$ cat src/hdl/brsb_pkg.sv
// Shared constants, types and helper functions of the byte ring stream buffer.
`default_nettype none

package brsb_pkg;

    // Storage geometry.
    localparam int DEPTH     = 1024;
    localparam int ADDR_W    = $clog2(DEPTH);
    localparam int CNT_W     = ADDR_W + 1;
    localparam int STEP_W    = $clog2(ADDR_W);

    // Read grant limits.
    localparam int MAX_GRANT = 64;
    localparam int GRANT_W   = $clog2(MAX_GRANT + 1);

    // Item field widths.
    localparam int OP_W      = 2;
    localparam int BYTE_W    = 8;
    localparam int FIELD_W   = 7;
    localparam int STAT_W    = 2;
    localparam int CFG_W     = 11;
    localparam int CMP_W     = (CNT_W > FIELD_W) ? CNT_W : FIELD_W;

    // Stream packing.
    localparam int S_TDATA_W = 24;
    localparam int S_TUSER_W = OP_W;
    localparam int M_TDATA_W = BYTE_W;
    localparam int M_TUSER_W = STAT_W + 1;

    typedef enum logic [OP_W-1:0] {
        OP_LOAD = 2'd0,
        OP_READ = 2'd1,
        OP_MARK = 2'd2
    } t_op;

    typedef enum logic [STAT_W-1:0] {
        STAT_OK      = 2'd0,
        STAT_AGAIN   = 2'd1,
        STAT_EOS     = 2'd2,
        STAT_REFUSED = 2'd3
    } t_status;

    typedef struct packed {
        logic                last;
        logic [BYTE_W-1:0]   rd_byte;
        logic                has_data;
        t_status             status;
    } t_result;

    // Ring size in use: zero acts as one, anything above the storage depth as the depth.
    function automatic logic [CNT_W-1:0] clamp_size(input logic [CFG_W-1:0] value);
        logic [CNT_W-1:0] size;
        if (value == '0) begin
            size = CNT_W'(1);
        end else if (int'(value) > DEPTH) begin
            size = CNT_W'(DEPTH);
        end else begin
            size = CNT_W'(value);
        end
        return size;
    endfunction

endpackage

`default_nettype wire

$ cat src/hdl/brsb_mod.sv
// Serial restoring remainder unit: rewraps the read pointer after a ring size change.
`default_nettype none

module brsb_mod (
    input  wire logic                        i_clk,
    input  wire logic                        i_rst_n,
    input  wire logic                        i_start,
    input  wire logic [brsb_pkg::ADDR_W-1:0] i_dividend,
    input  wire logic [brsb_pkg::CNT_W-1:0]  i_divisor,
    output logic                             o_done,
    output logic      [brsb_pkg::ADDR_W-1:0] o_rem
);

    import brsb_pkg::*;

    logic              r_busy, n_busy;
    logic              r_done, n_done;
    logic [STEP_W-1:0] r_cnt,  n_cnt;
    logic [ADDR_W-1:0] r_dvd,  n_dvd;
    logic [CNT_W-1:0]  r_rem,  n_rem;
    logic [CNT_W-1:0]  r_div,  n_div;
    logic [CNT_W-1:0]  shifted;

    // One quotient bit per cycle, most significant first.
    always_comb begin
        n_busy  = r_busy;
        n_done  = 1'b0;
        n_cnt   = r_cnt;
        n_dvd   = r_dvd;
        n_rem   = r_rem;
        n_div   = r_div;
        shifted = {r_rem[ADDR_W-1:0], r_dvd[ADDR_W-1]};
        if (i_start) begin
            n_busy = 1'b1;
            n_cnt  = STEP_W'(ADDR_W - 1);
            n_dvd  = i_dividend;
            n_rem  = '0;
            n_div  = i_divisor;
        end else if (r_busy) begin
            n_rem = (shifted >= r_div) ? (shifted - r_div) : shifted;
            n_dvd = {r_dvd[ADDR_W-2:0], 1'b0};
            if (r_cnt == '0) begin
                n_busy = 1'b0;
                n_done = 1'b1;
            end else begin
                n_cnt = r_cnt - STEP_W'(1);
            end
        end
    end

    always_ff @(posedge i_clk) begin
        if (!i_rst_n) begin
            r_busy <= 1'b0;
            r_done <= 1'b0;
            r_cnt  <= '0;
        end else begin
            r_busy <= n_busy;
            r_done <= n_done;
            r_cnt  <= n_cnt;
        end
        r_dvd <= n_dvd;
        r_rem <= n_rem;
        r_div <= n_div;
    end

    assign o_done = r_done;
    assign o_rem  = r_rem[ADDR_W-1:0];

endmodule

`default_nettype wire

$ cat config.mk
export PLATFORM = sky130hd
export DESIGN_NAME = brsb_mod
export DESIGN_NICKNAME = d
export VERILOG_FILES = /design/src/hdl/brsb_pkg.sv /design/src/hdl/brsb_mod.sv
export SDC_FILE = /design/constraint.sdc
export NUM_CORES = 1
export LEC_CHECK = 0
export ABC_CLOCK_PERIOD_IN_PS = 2900
export BUFFER_PORTS_ARGS = -buffer_cell sky130_fd_sc_hd__buf_2
export CAP_MARGIN = 15
export CORE_ASPECT_RATIO = 1.75
export CORE_UTILIZATION = 32
export CTS_BUF_LIST = sky130_fd_sc_hd__clkbuf_16
export DETAILED_ROUTE_END_ITERATION = 8
export PLACE_DENSITY_LB_ADDON = 0.1
export SLEW_MARGIN = 0
export SYNTH_ARGS = -nofsm -noshare
export SYNTH_HDL_FRONTEND = slang
export SYNTH_SLANG_ARGS = --single-unit
$ cat constraint.sdc
create_clock -name i_clk -period 2.9 [get_ports i_clk]
set_input_delay 0.435 -clock i_clk [delete_from_list [all_inputs] [get_ports i_clk]]
set_output_delay 0.435 -clock i_clk [all_outputs]
set_load 0.02 [all_outputs]
==> results of run 1 <==
## cell usage after synthesis (all sizes together), types with 2 or more instances
| library cell | n |
|---|---|
| nand3 | 2 |
| nor3 | 4 |
| nand2b | 3 |
| nand4 | 2 |
| or2 | 2 |
| xnor2 | 5 |
| nor4 | 3 |
| mux2 | 10 |
| buf | 2 |
| a211oi | 9 |
| inv | 15 |
| nor3b | 2 |
| xor2 | 3 |
| a21oi | 10 |
| o21a | 3 |
| nand2 | 8 |
| nor2 | 17 |
| edfxtp | 21 |
| ha | 12 |
| clkbuf | 5 |
| o21ai | 6 |
| mux2i | 5 |
| dfxtp | 16 |
## kinds of logic (layout without fill, tap and decap cells)
kind of cell / after synthesis / after routing
xor+xnor: 8 / 8
flops: 37 / 37
simple gates: 49 / 49
buf+inv: 22 / 60
compound gates: 37 / 37
mux: 15 / 15
fa+ha+maj: 13 / 13
## power by group
part	internal, mW	switching (mW)	total [mW]
clock network	0.315	0.211	0.526
registers	0.603	0.0235	0.627
logic	0.123	0.157	0.280
total	1.04	0.391	1.43
## sequential cells by signal (all words and copies together) (netlist names)
register / flops
r_div: 11
r_dvd: 10
r_rem: 10
r_cnt: 4
o_done: 1
r_busy: 1
## worst max-delay path, delay by kind of cell (launching register included)
family / cells / cell delay [ps]
buffers and inverters: 2 / 130
AO/OA/AOI/OAI: 3 / 700
flip-flops: 1 / 350
adder cells (fa/ha/maj): 2 / 550
XOR/XNOR: 1 / 80
AND/OR/NAND/NOR: 2 / 430
## layer usage
metal	track usage (%)	up-vias	part of all wire, %
met1	14.6	671	38
met5	0	-	0
met3	3.07	6	3.0
met2	26.1	22	57
li1	-	726	-
met4	6.01	0	2.0
## final cells by class
| class | count | area share, % |
|---|---|---|
| Multi-Input combinational cell | 122 | 39.1 |
| Sequential cell | 37 | 40.2 |
| Timing Repair Buffer | 37 | 8.15 |
| Clock inverter | 3 | 0.741 |
| Clock buffer | 5 | 5.29 |
| Tap cell | 78 | 4.13 |
| Inverter | 15 | 2.38 |
## worst paths after layout
check                        startpoint                    end  slack [ps]  cells past startpoint
hold reg to reg   r_rem[9]$_SDFFE_PP0P_  r_rem[9]$_SDFFE_PP0P_         500                      2
hold / removal             i_divisor[5]     r_div[5]$_DFFE_PP_         330                      1
setup reg to reg     r_dvd[9]$_DFFE_PP_  r_rem[6]$_SDFFE_PP0P_         580                     10
setup / recovery     r_dvd[9]$_DFFE_PP_  r_rem[6]$_SDFFE_PP0P_         580                     10
## metrics by stage
stage / cell area, µm² / instances / power [mW] / setup slack [ps] / hold slack (ps)
floorplan: 1960 / 181 / 0.844 / 758 / 462
CTS: 2360 / 297 / 1.45 / 594 / 325
global route: 2360 / 297 / 1.51 / 373 / 320
detailed placement: 2220 / 289 / 0.922 / 614 / 490
global placement: 2220 / 289 / 0.917 / 634 / 491
finish: 2360 / 297 / 1.43 / 576 / 331
==> results.sh, run 1 <==
export IMPL_drive_above_1_share_pct=29.7
export IMPL_cts_buffers=5
export IMPL_fin_setup_tns_ps=0
export IMPL_die_x_um=61.2
export IMPL_grt_overflow=0
export IMPL_coreArea_um2=5880
export IMPL_htree_levels=2
export IMPL_setup_violations=0
export IMPL_synth_xor_area_share_pct=3.57
export IMPL_cts_hold_buf=0
export IMPL_synth_top_cell_by_area="edfxtp_1"
export IMPL_num_io_pins=35
export IMPL_synth_top_family_by_area="simple AND/OR/NAND/NOR gates"
export IMPL_final_hold_viol_count=0
export IMPL_min_path_type="input port to flip-flop"
export IMPL_grt_pass1_vias=1561
export IMPL_utilization_pct=40.2
export IMPL_fmax_mhz=430
export IMPL_syn_avg_cell_area_um2=10.9
export IMPL_ys_seq_elements=37
export IMPL_drtIter0Drc=43
export IMPL_antenna_cells=0
export IMPL_port_buffers=34
export IMPL_drc=0
export IMPL_fin_nets=255
export IMPL_die_area_um2=6470
export IMPL_relSlewSlack_pct=64.8
export IMPL_worstSetupStartpointType="flip-flop"
export IMPL_synth_compound_area_share_pct=13.0
export IMPL_num_fill_cells=595
export IMPL_grt_pass1_wl_um=6930
export IMPL_crit_path_cell_trace="inv_1 -> ha_1 -> inv_1 -> fa_1 -> a211oi_1 -> o21bai_1 -> a21oi_1 -> xor2_1 -> and3_2 -> nor4_2"
export IMPL_synth_top_cells_by_area="edfxtp_1 (32%), dfxtp_1 (16%), ha_1 (7.6%)"
export IMPL_synth_mux_area_share_pct=8.28
export IMPL_critPathMostFrequentCell="inv_1"
export IMPL_slowest_delay_ps=400
export IMPL_slew_viol_final=0
export IMPL_peakVddDrop_mv=0.348
export IMPL_antenna_found_initial=0
export IMPL_die_y_um=106
export IMPL_layout_common_cells="buf_2 (34), edfxtp_1 (21), nor2_1 (17)"
export IMPL_synthAdderAreaFrac_pct=8.66
export IMPL_post_cts_setup_buffers=0
export IMPL_firstDrtPassIters=4
export IMPL_crit_fanout=3
export IMPL_synth_top_cell_area_share_pct=32.1
export IMPL_synthArstFlopShare_pct=0
export IMPL_rsz0062_at_grt="no"
export IMPL_worstPathArrival_ps=2520
export IMPL_synth_edf_count=21
export IMPL_layout_commonest_cell="buf_2"
export IMPL_gp_congestion=0.836
export IMPL_grt_max_degree=27
export IMPL_tightest_slew_ps=523
export IMPL_viasPerCell=4.80
export IMPL_cts_tree="built"
export IMPL_syn_nets=218
export IMPL_vias=1425
export IMPL_outcome="completed"
export IMPL_route_detailed_wl_per_inst_um=13.5
export IMPL_clkTransAtPathRegs_ps=60
export IMPL_synthSimpleGateAreaFrac_pct=13.5
export IMPL_dp_final_hpwl_um=3030
export IMPL_crit_path_end_kind="flip-flop"
export IMPL_p_leak_nw=0.974
export IMPL_final_period_utilization_pct=80.1
export IMPL_regArea_um2=951
export IMPL_critical_path_slowest_cell="fa_1"
export IMPL_start_util_pct=33.4
export IMPL_min_period_ps=2320
export IMPL_syn_cell_area_um2=1960
export IMPL_skew_ps=3.98
export IMPL_wirelength_um=4010
export IMPL_ys_warn_count=0
export IMPL_critPathRequiredTime_ps=3090
export IMPL_root_buffer="clkbuf_16"
export IMPL_synthCells=181
export IMPL_cts_resized=0
export IMPL_worstSetupPathType="flip-flop to flip-flop"
export IMPL_ant_nets=0
export IMPL_yosysSeqAreaShare_pct=48.4
export IMPL_synth_flop_cell="edfxtp_1"
export IMPL_yosysUniqueCellTypes=44
export IMPL_clock_sinks=37
export IMPL_syn_to_final_growth_pct=20.3
export IMPL_clkLatencyLatePin_ps=280
export IMPL_maxCapViolCount=0
export IMPL_grt_use_total_pct=14.2
export IMPL_multiInputGateArea_um2=923
export IMPL_p_per_area_nw_per_um2=606
export IMPL_row_count=37
export IMPL_clockBufferDepth=2
(Power assumes the default switching activity.)
==> run 2: changes to the inputs <==
--- a/config.mk
+++ b/config.mk
@@ -5,7 +5,7 @@
 export SDC_FILE = /design/constraint.sdc
 export NUM_CORES = 1
 export LEC_CHECK = 0
-export ABC_CLOCK_PERIOD_IN_PS = 2900
+export ABC_CLOCK_PERIOD_IN_PS = 2400
 export BUFFER_PORTS_ARGS = -buffer_cell sky130_fd_sc_hd__buf_2
 export CAP_MARGIN = 15
 export CORE_ASPECT_RATIO = 1.75
==> constraint.sdc (replaced) <==
create_clock -name i_clk -period 2.4 [get_ports i_clk]
set_input_delay 0.36 -clock i_clk [delete_from_list [all_inputs] [get_ports i_clk]]
set_output_delay 0.36 -clock i_clk [all_outputs]
set_load 0.02 [all_outputs]
==> run 2 against run 1 <==
Against the previous run: die area stayed put; power rose by 30%; register-to-register slack worse by 460 ps; routed wire length grew 6.1%; worst setup slack got worse by 460 ps; combinational power increased by 29%; clock power increased by 42%; critical path type unchanged; sequential share of layout area decreased by 0.90 points; global-route usage up 0.74 points.
==> results.sh, run 2 (synthesis gave the netlist of run 1 again) <==
export IMPL_outcome="completed"
export IMPL_cp_top_family="adder cells"
export IMPL_route_detailed_wl_per_inst_um=14.2
export IMPL_antenna_found_initial=0
export IMPL_cts_tree="built"
export IMPL_ant_nets=0
export IMPL_skew_ps=3.32
export IMPL_start_util_pct=33.4
export IMPL_min_path_type="input port to flip-flop"
export IMPL_fin_nets=257
export IMPL_grt_overflow=0
export IMPL_relSlewSlack_pct=66.9
export IMPL_dp_final_hpwl_um=3180
export IMPL_critPathRequiredTime_ps=2600
export IMPL_setup_violations=0
export IMPL_drive_above_1_share_pct=30.8
export IMPL_firstDrtPassIters=5
export IMPL_layout_commonest_cell="buf_2"
export IMPL_critical_path_slowest_cell="fa_2"
export IMPL_coreArea_um2=5880
export IMPL_worstSetupPathType="flip-flop to flip-flop"
export IMPL_tightest_slew_ps=492
export IMPL_drtIter0Drc=37
export IMPL_p_per_area_nw_per_um2=771
export IMPL_clkLatencyLatePin_ps=280
export IMPL_final_hold_viol_count=0
export IMPL_crit_path_cell_trace="inv_1 -> ha_1 -> inv_1 -> fa_2 -> a211oi_4 -> buf_4 -> nor3_1 -> nor3_1 -> xnor2_1 -> mux2i_1 -> a211oi_1"
export IMPL_fin_cells=299
export IMPL_final_period_utilization_pct=95.1
export IMPL_worstSetupStartpointType="flip-flop"
export IMPL_vias=1461
export IMPL_grt_pass1_vias=1562
export IMPL_path_buf_inv=3
export IMPL_reg_top3="r_div: 11 flops, r_dvd: 10 flops, r_rem: 10 flops"
export IMPL_cts_buffers=5
export IMPL_r2r_slack_ps=120
export IMPL_layout_common_cells="buf_2 (34), edfxtp_1 (21), nor2_1 (17)"
export IMPL_die_area_um2=6470
export IMPL_grt_pass1_wl_um=7040
export IMPL_syn_to_final_growth_pct=23.1
export IMPL_port_buffers=34
export IMPL_maxCapViolCount=0
export IMPL_wirelength_um=4250
export IMPL_drc=0
export IMPL_peakVddDrop_mv=0.387
export IMPL_slew_viol_final=0
export IMPL_clock_sinks=37
export IMPL_slowest_delay_ps=370
export IMPL_antenna_cells=0
export IMPL_fin_ws_ps=117
export IMPL_die_y_um=106
export IMPL_cts_hold_buf=0
export IMPL_gp_congestion=0.825
export IMPL_clockBufferDepth=2
export IMPL_dpl_cell_count=290
export IMPL_row_count=37
export IMPL_clkTransAtPathRegs_ps=60
export IMPL_worstPathArrival_ps=2480
export IMPL_fin_setup_tns_ps=0
export IMPL_viasPerCell=4.89
export IMPL_p_leak_nw=0.995
export IMPL_top_register="r_div"
export IMPL_root_buffer="clkbuf_16"
export IMPL_crit_fanout=3
export IMPL_hold_slack_ps=250
export IMPL_min_period_ps=2280
export IMPL_htree_levels=2
export IMPL_grt_use_total_pct=15.0
export IMPL_fmax_mhz=438
export IMPL_die_x_um=61.2
export IMPL_crit_path_end_kind="flip-flop"
export IMPL_num_io_pins=35
export IMPL_dp_slack_ps=63.0
export IMPL_grt_max_degree=25
export IMPL_largest_reg_flops=11
[run 2: path summary, 6_finish.rpt]
check | startpoint | to | cells past startpoint
min reg2reg | r_cnt[3]$_SDFFE_PN0P_ | o_done$_SDFF_PP0_ | 1
max | r_dvd[9]$_DFFE_PP_ | r_rem[8]$_SDFFE_PP0P_ | 11
min | i_divisor[4] | r_div[4]$_DFFE_PP_ | 1
max reg2reg | r_dvd[9]$_DFFE_PP_ | r_rem[8]$_SDFFE_PP0P_ | 11
[run 2: through the flow]
stage	utilization (%)	power, mW	cell area [µm²]
2_1_floorplan	-	1.02	1960
6_report	41.1	1.86	2420
5_1_grt	41.1	1.96	2420
4_1_cts	40.7	1.87	2390
3_3_place_gp	37.9	1.11	2230
3_5_place_dp	37.9	1.12	2230
[run 2: layout make-up]
| type | count | area (µm²) |
|---|---|---|
| Fill cell | 605 | 3460 |
| Sequential cell | 37 | 951 |
| Multi-Input combinational cell | 122 | 938 |
| Timing Repair Buffer | 39 | 208 |
| Clock buffer | 5 | 125 |
| Tap cell | 78 | 97.6 |
| Inverter | 15 | 56.3 |
| Clock inverter | 3 | 41.3 |
[run 2: what timing repair did]
item                                    CTS  global route
buffers inserted                          0             1
hold endpoints to repair                  0             0
gates resized for setup                   0             3
endpoints found under the setup margin    0             2
[run 2: layer usage]
metal	global-route usage [%]	up-vias	wire, µm
met5	0	-	0
met3	3.07	9	139
met1	14.3	697	1520
li1	-	728	-
met4	7.47	0	101
met2	28.0	27	2500
[run 2: where the power goes]
part / switching (mW) / internal (mW) / leakage, nW / total [mW]
Sequential: 0.0283 / 0.729 / 0.340 / 0.757
Combinational: 0.200 / 0.161 / 0.577 / 0.361
Clock: 0.258 / 0.486 / 0.0775 / 0.745
Total: 0.487 / 1.38 / 0.995 / 1.86
==> run 3: changes to the inputs <==
--- a/config.mk
+++ b/config.mk
@@ -5,6 +5,7 @@
 export SDC_FILE = /design/constraint.sdc
 export NUM_CORES = 1
 export LEC_CHECK = 0
+export ABC_AREA = 1
 export ABC_CLOCK_PERIOD_IN_PS = 2400
 export BUFFER_PORTS_ARGS = -buffer_cell sky130_fd_sc_hd__buf_2
 export CAP_MARGIN = 15
==> run 3 against run 2 <==
Against the previous run: flip-flop and latch count unchanged; clock power shrank 18%; routed wire length grew 16%; register-to-register slack improved by 290 ps; design area increased by 4.9%; first-iteration DRC count increased by 27%; count of clock-buffer cells in the layout stayed put; maximum frequency grew 14%; synthesized area up 8.4%; critical path depth is 1 lower; combinational power is 41% lower; final cell count increased by 31%; largest cell class is now multi-input combinational cells; largest power group unchanged.
==> results.sh, run 3 <==
export IMPL_firstDrtPassIters=4
export IMPL_die_x_um=63.7
export IMPL_min_period_ps=2000
export IMPL_die_area_um2=7000
export IMPL_outcome="completed"
export IMPL_worstSetupStartpointType="flip-flop"
export IMPL_ant_nets=0
export IMPL_num_fill_cells=719
export IMPL_synth_flop_cell="edfxtp_1"
export IMPL_row_count=39
export IMPL_ys_warn_count=0
export IMPL_rsz0062_at_grt="no"
export IMPL_use_met1_pct=14.7
export IMPL_drive_above_1_share_pct=19.0
export IMPL_num_io_pins=35
export IMPL_synthArstFlopShare_pct=0
export IMPL_multiInputGateArea_um2=983
export IMPL_synthCells=270
export IMPL_tightest_slew_ps=571
export IMPL_syn_to_final_growth_pct=19.0
export IMPL_gp_congestion=0.832
export IMPL_port_buffers=34
export IMPL_crit_path_end_kind="flip-flop"
export IMPL_clockBufferDepth=2
export IMPL_use_met2_pct=29.0
export IMPL_p_leak_nw=1.34
export IMPL_grt_pass1_vias=1726
export IMPL_yosysSeqAreaShare_pct=44.7
export IMPL_grt_pass1_wl_um=8010
export IMPL_grt_overflow=0
export IMPL_maxCapViolCount=0
export IMPL_coreArea_um2=6490
export IMPL_clock_sinks=37
export IMPL_grt_max_degree=21
export IMPL_worstSetupPathType="flip-flop to flip-flop"
export IMPL_start_util_pct=32.8
export IMPL_relSlewSlack_pct=61.9
export IMPL_crit_fanout=12
export IMPL_drtIter0Drc=47
export IMPL_regArea_um2=951
export IMPL_dp_final_hpwl_um=3940
export IMPL_min_path_type="input port to flip-flop"
export IMPL_reg_top3="r_div: 11 flops, r_dvd: 10 flops, r_rem: 10 flops"
export IMPL_drc=0
export IMPL_syn_nets=307
export IMPL_worstPathArrival_ps=2190
export IMPL_synth_top_cell_by_area="edfxtp_1"
export IMPL_largest_reg_flops=11
export IMPL_syn_cell_area_um2=2130
export IMPL_skew_ps=5.26
export IMPL_viasPerCell=4.53
export IMPL_wirelength_um=4930
export IMPL_synthMostInstantiatedCell="nand2_1"
export IMPL_route_detailed_wl_per_inst_um=12.5
export IMPL_use_met3_pct=3.42
export IMPL_grt_busiest_layer="met2"
export IMPL_cts_buffers=5
export IMPL_die_y_um=110
export IMPL_p_per_area_nw_per_um2=613
export IMPL_synth_edf_count=21
export IMPL_fin_nets=347
export IMPL_vias=1780
export IMPL_root_buffer="clkbuf_16"
export IMPL_ys_seq_elements=37
export IMPL_top_register="r_div"
export IMPL_grt_use_total_pct=15.5
export IMPL_synth_commonest_cells="nand2_1 (92), inv_1 (45), edfxtp_1 (21), nand3_1 (21), dfxtp_1 (16)"
export IMPL_synth_top_cell_area_share_pct=29.6
export IMPL_final_hold_viol_count=0
export IMPL_dpl_cell_count=385
export IMPL_layout_common_cells="nand2_1 (92), inv_1 (47), buf_2 (34)"
export IMPL_syn_avg_cell_area_um2=7.89
export IMPL_peakVddDrop_mv=0.628
export IMPL_fin_setup_tns_ps=0
export IMPL_cts_resized=0
export IMPL_synth_top_cells_by_area="edfxtp_1 (30%), nand2_1 (16%), dfxtp_1 (15%)"
export IMPL_setup_violations=0
export IMPL_critPathRequiredTime_ps=2600
export IMPL_fin_cells=393
export IMPL_yosysUniqueCellTypes=28
export IMPL_fin_ws_ps=402
export IMPL_post_cts_setup_buffers=0
export IMPL_layout_commonest_cell="nand2_1"
export IMPL_clkLatencyLatePin_ps=280
export IMPL_slowest_delay_ps=400
export IMPL_critical_path_slowest_cell="ha_1"
export IMPL_dp_slack_ps=399
export IMPL_fmax_mhz=500
export IMPL_crit_path_cell_trace="ha_1 -> nand2_1 -> nand2_1 -> a21oi_1 -> nand2_2 -> nand2_2 -> nand2_2 -> nand2_1 -> nand3_1 -> o21ai_0"
export IMPL_finalPower_mw=1.55
export IMPL_cts_hold_buf=0
export IMPL_htree_levels=2
export IMPL_clkTransAtPathRegs_ps=60
export IMPL_antenna_found_initial=0
export IMPL_cts_tree="built"
export IMPL_antenna_cells=0
export IMPL_hold_slack_ps=250
export IMPL_slew_viol_final=0
export IMPL_final_period_utilization_pct=83.3
-- run 3: cell types whose count changed after synthesis, sizes merged, moves of 5 or more --
cell	change
a211oi	-8
inv	+30
mux2	-10
mux2i	-5
nand2	+89
nand3	+25
nand3b	+5
-- run 3: area by class of cell --
| type | instances | share of cell area [%] |
|---|---|---|
| Sequential cell | 37 | 37.5 |
| Multi-Input combinational cell | 184 | 38.8 |
| Clock inverter | 3 | 0.444 |
| Inverter | 45 | 6.66 |
| Tap cell | 82 | 4.05 |
| Clock buffer | 5 | 4.94 |
| Timing Repair Buffer | 37 | 7.60 |
-- run 3: power breakdown --
part           total, mW  leakage [nW]  internal (mW)  switching [mW]
clock              0.611        0.0738          0.373           0.238
sequential         0.731         0.341          0.717          0.0143
combinational      0.212         0.930         0.0806           0.131
-- run 3: path summary, 6_finish.rpt --
check / startpoint / end / slack, ps / depth (start not counted)
worst max-delay path: r_rem[3]$_SDFFE_PP0P_ / r_rem[7]$_SDFFE_PP0P_ / 400 / 10
worst min-delay path: i_divisor[2] / r_div[2]$_DFFE_PP_ / 250 / 1
worst max register to register: r_rem[3]$_SDFFE_PP0P_ / r_rem[7]$_SDFFE_PP0P_ / 400 / 10
worst min register to register: r_cnt[2]$_SDFFE_PP0P_ / r_cnt[2]$_SDFFE_PP0P_ / 460 / 2
-- run 3: logic make-up (layout without fill, tap and decap cells) --
group / count (synthesis) / after routing / share of synthesized area (%)
adder cells (fa/ha/maj): 13 / 13 / 7.99
AND/OR/NAND/NOR: 148 / 148 / 31.3
buffers and inverters: 49 / 90 / 9.17
XOR/XNOR: 4 / 4 / 1.65
AO/OA/AOI/OAI: 19 / 19 / 5.23
flip-flops: 37 / 37 / 44.7
-- run 3: through the flow --
stage	util, %	instance area [µm²]
3_5_place_dp	37.0	2400
2_1_floorplan	-	2130
3_3_place_gp	37.0	2400
5_1_grt	39.1	2530
6_report	39.1	2530
4_1_cts	39.1	2530
-- run 3: per-layer routing --
layer | part of all wire [%] | up-vias
met5 | 0 | -
met4 | 5.0 | 0
met3 | 2.9 | 14
met2 | 54 | 39
met1 | 38 | 789
li1 | - | 938
-- run 3: critical path: cells and delay by family, from the launching register on --
kind | cells | cell delay (ps)
compound gates | 2 | 310
fa+ha+maj | 1 | 400
flops | 1 | 330
simple gates | 7 | 860
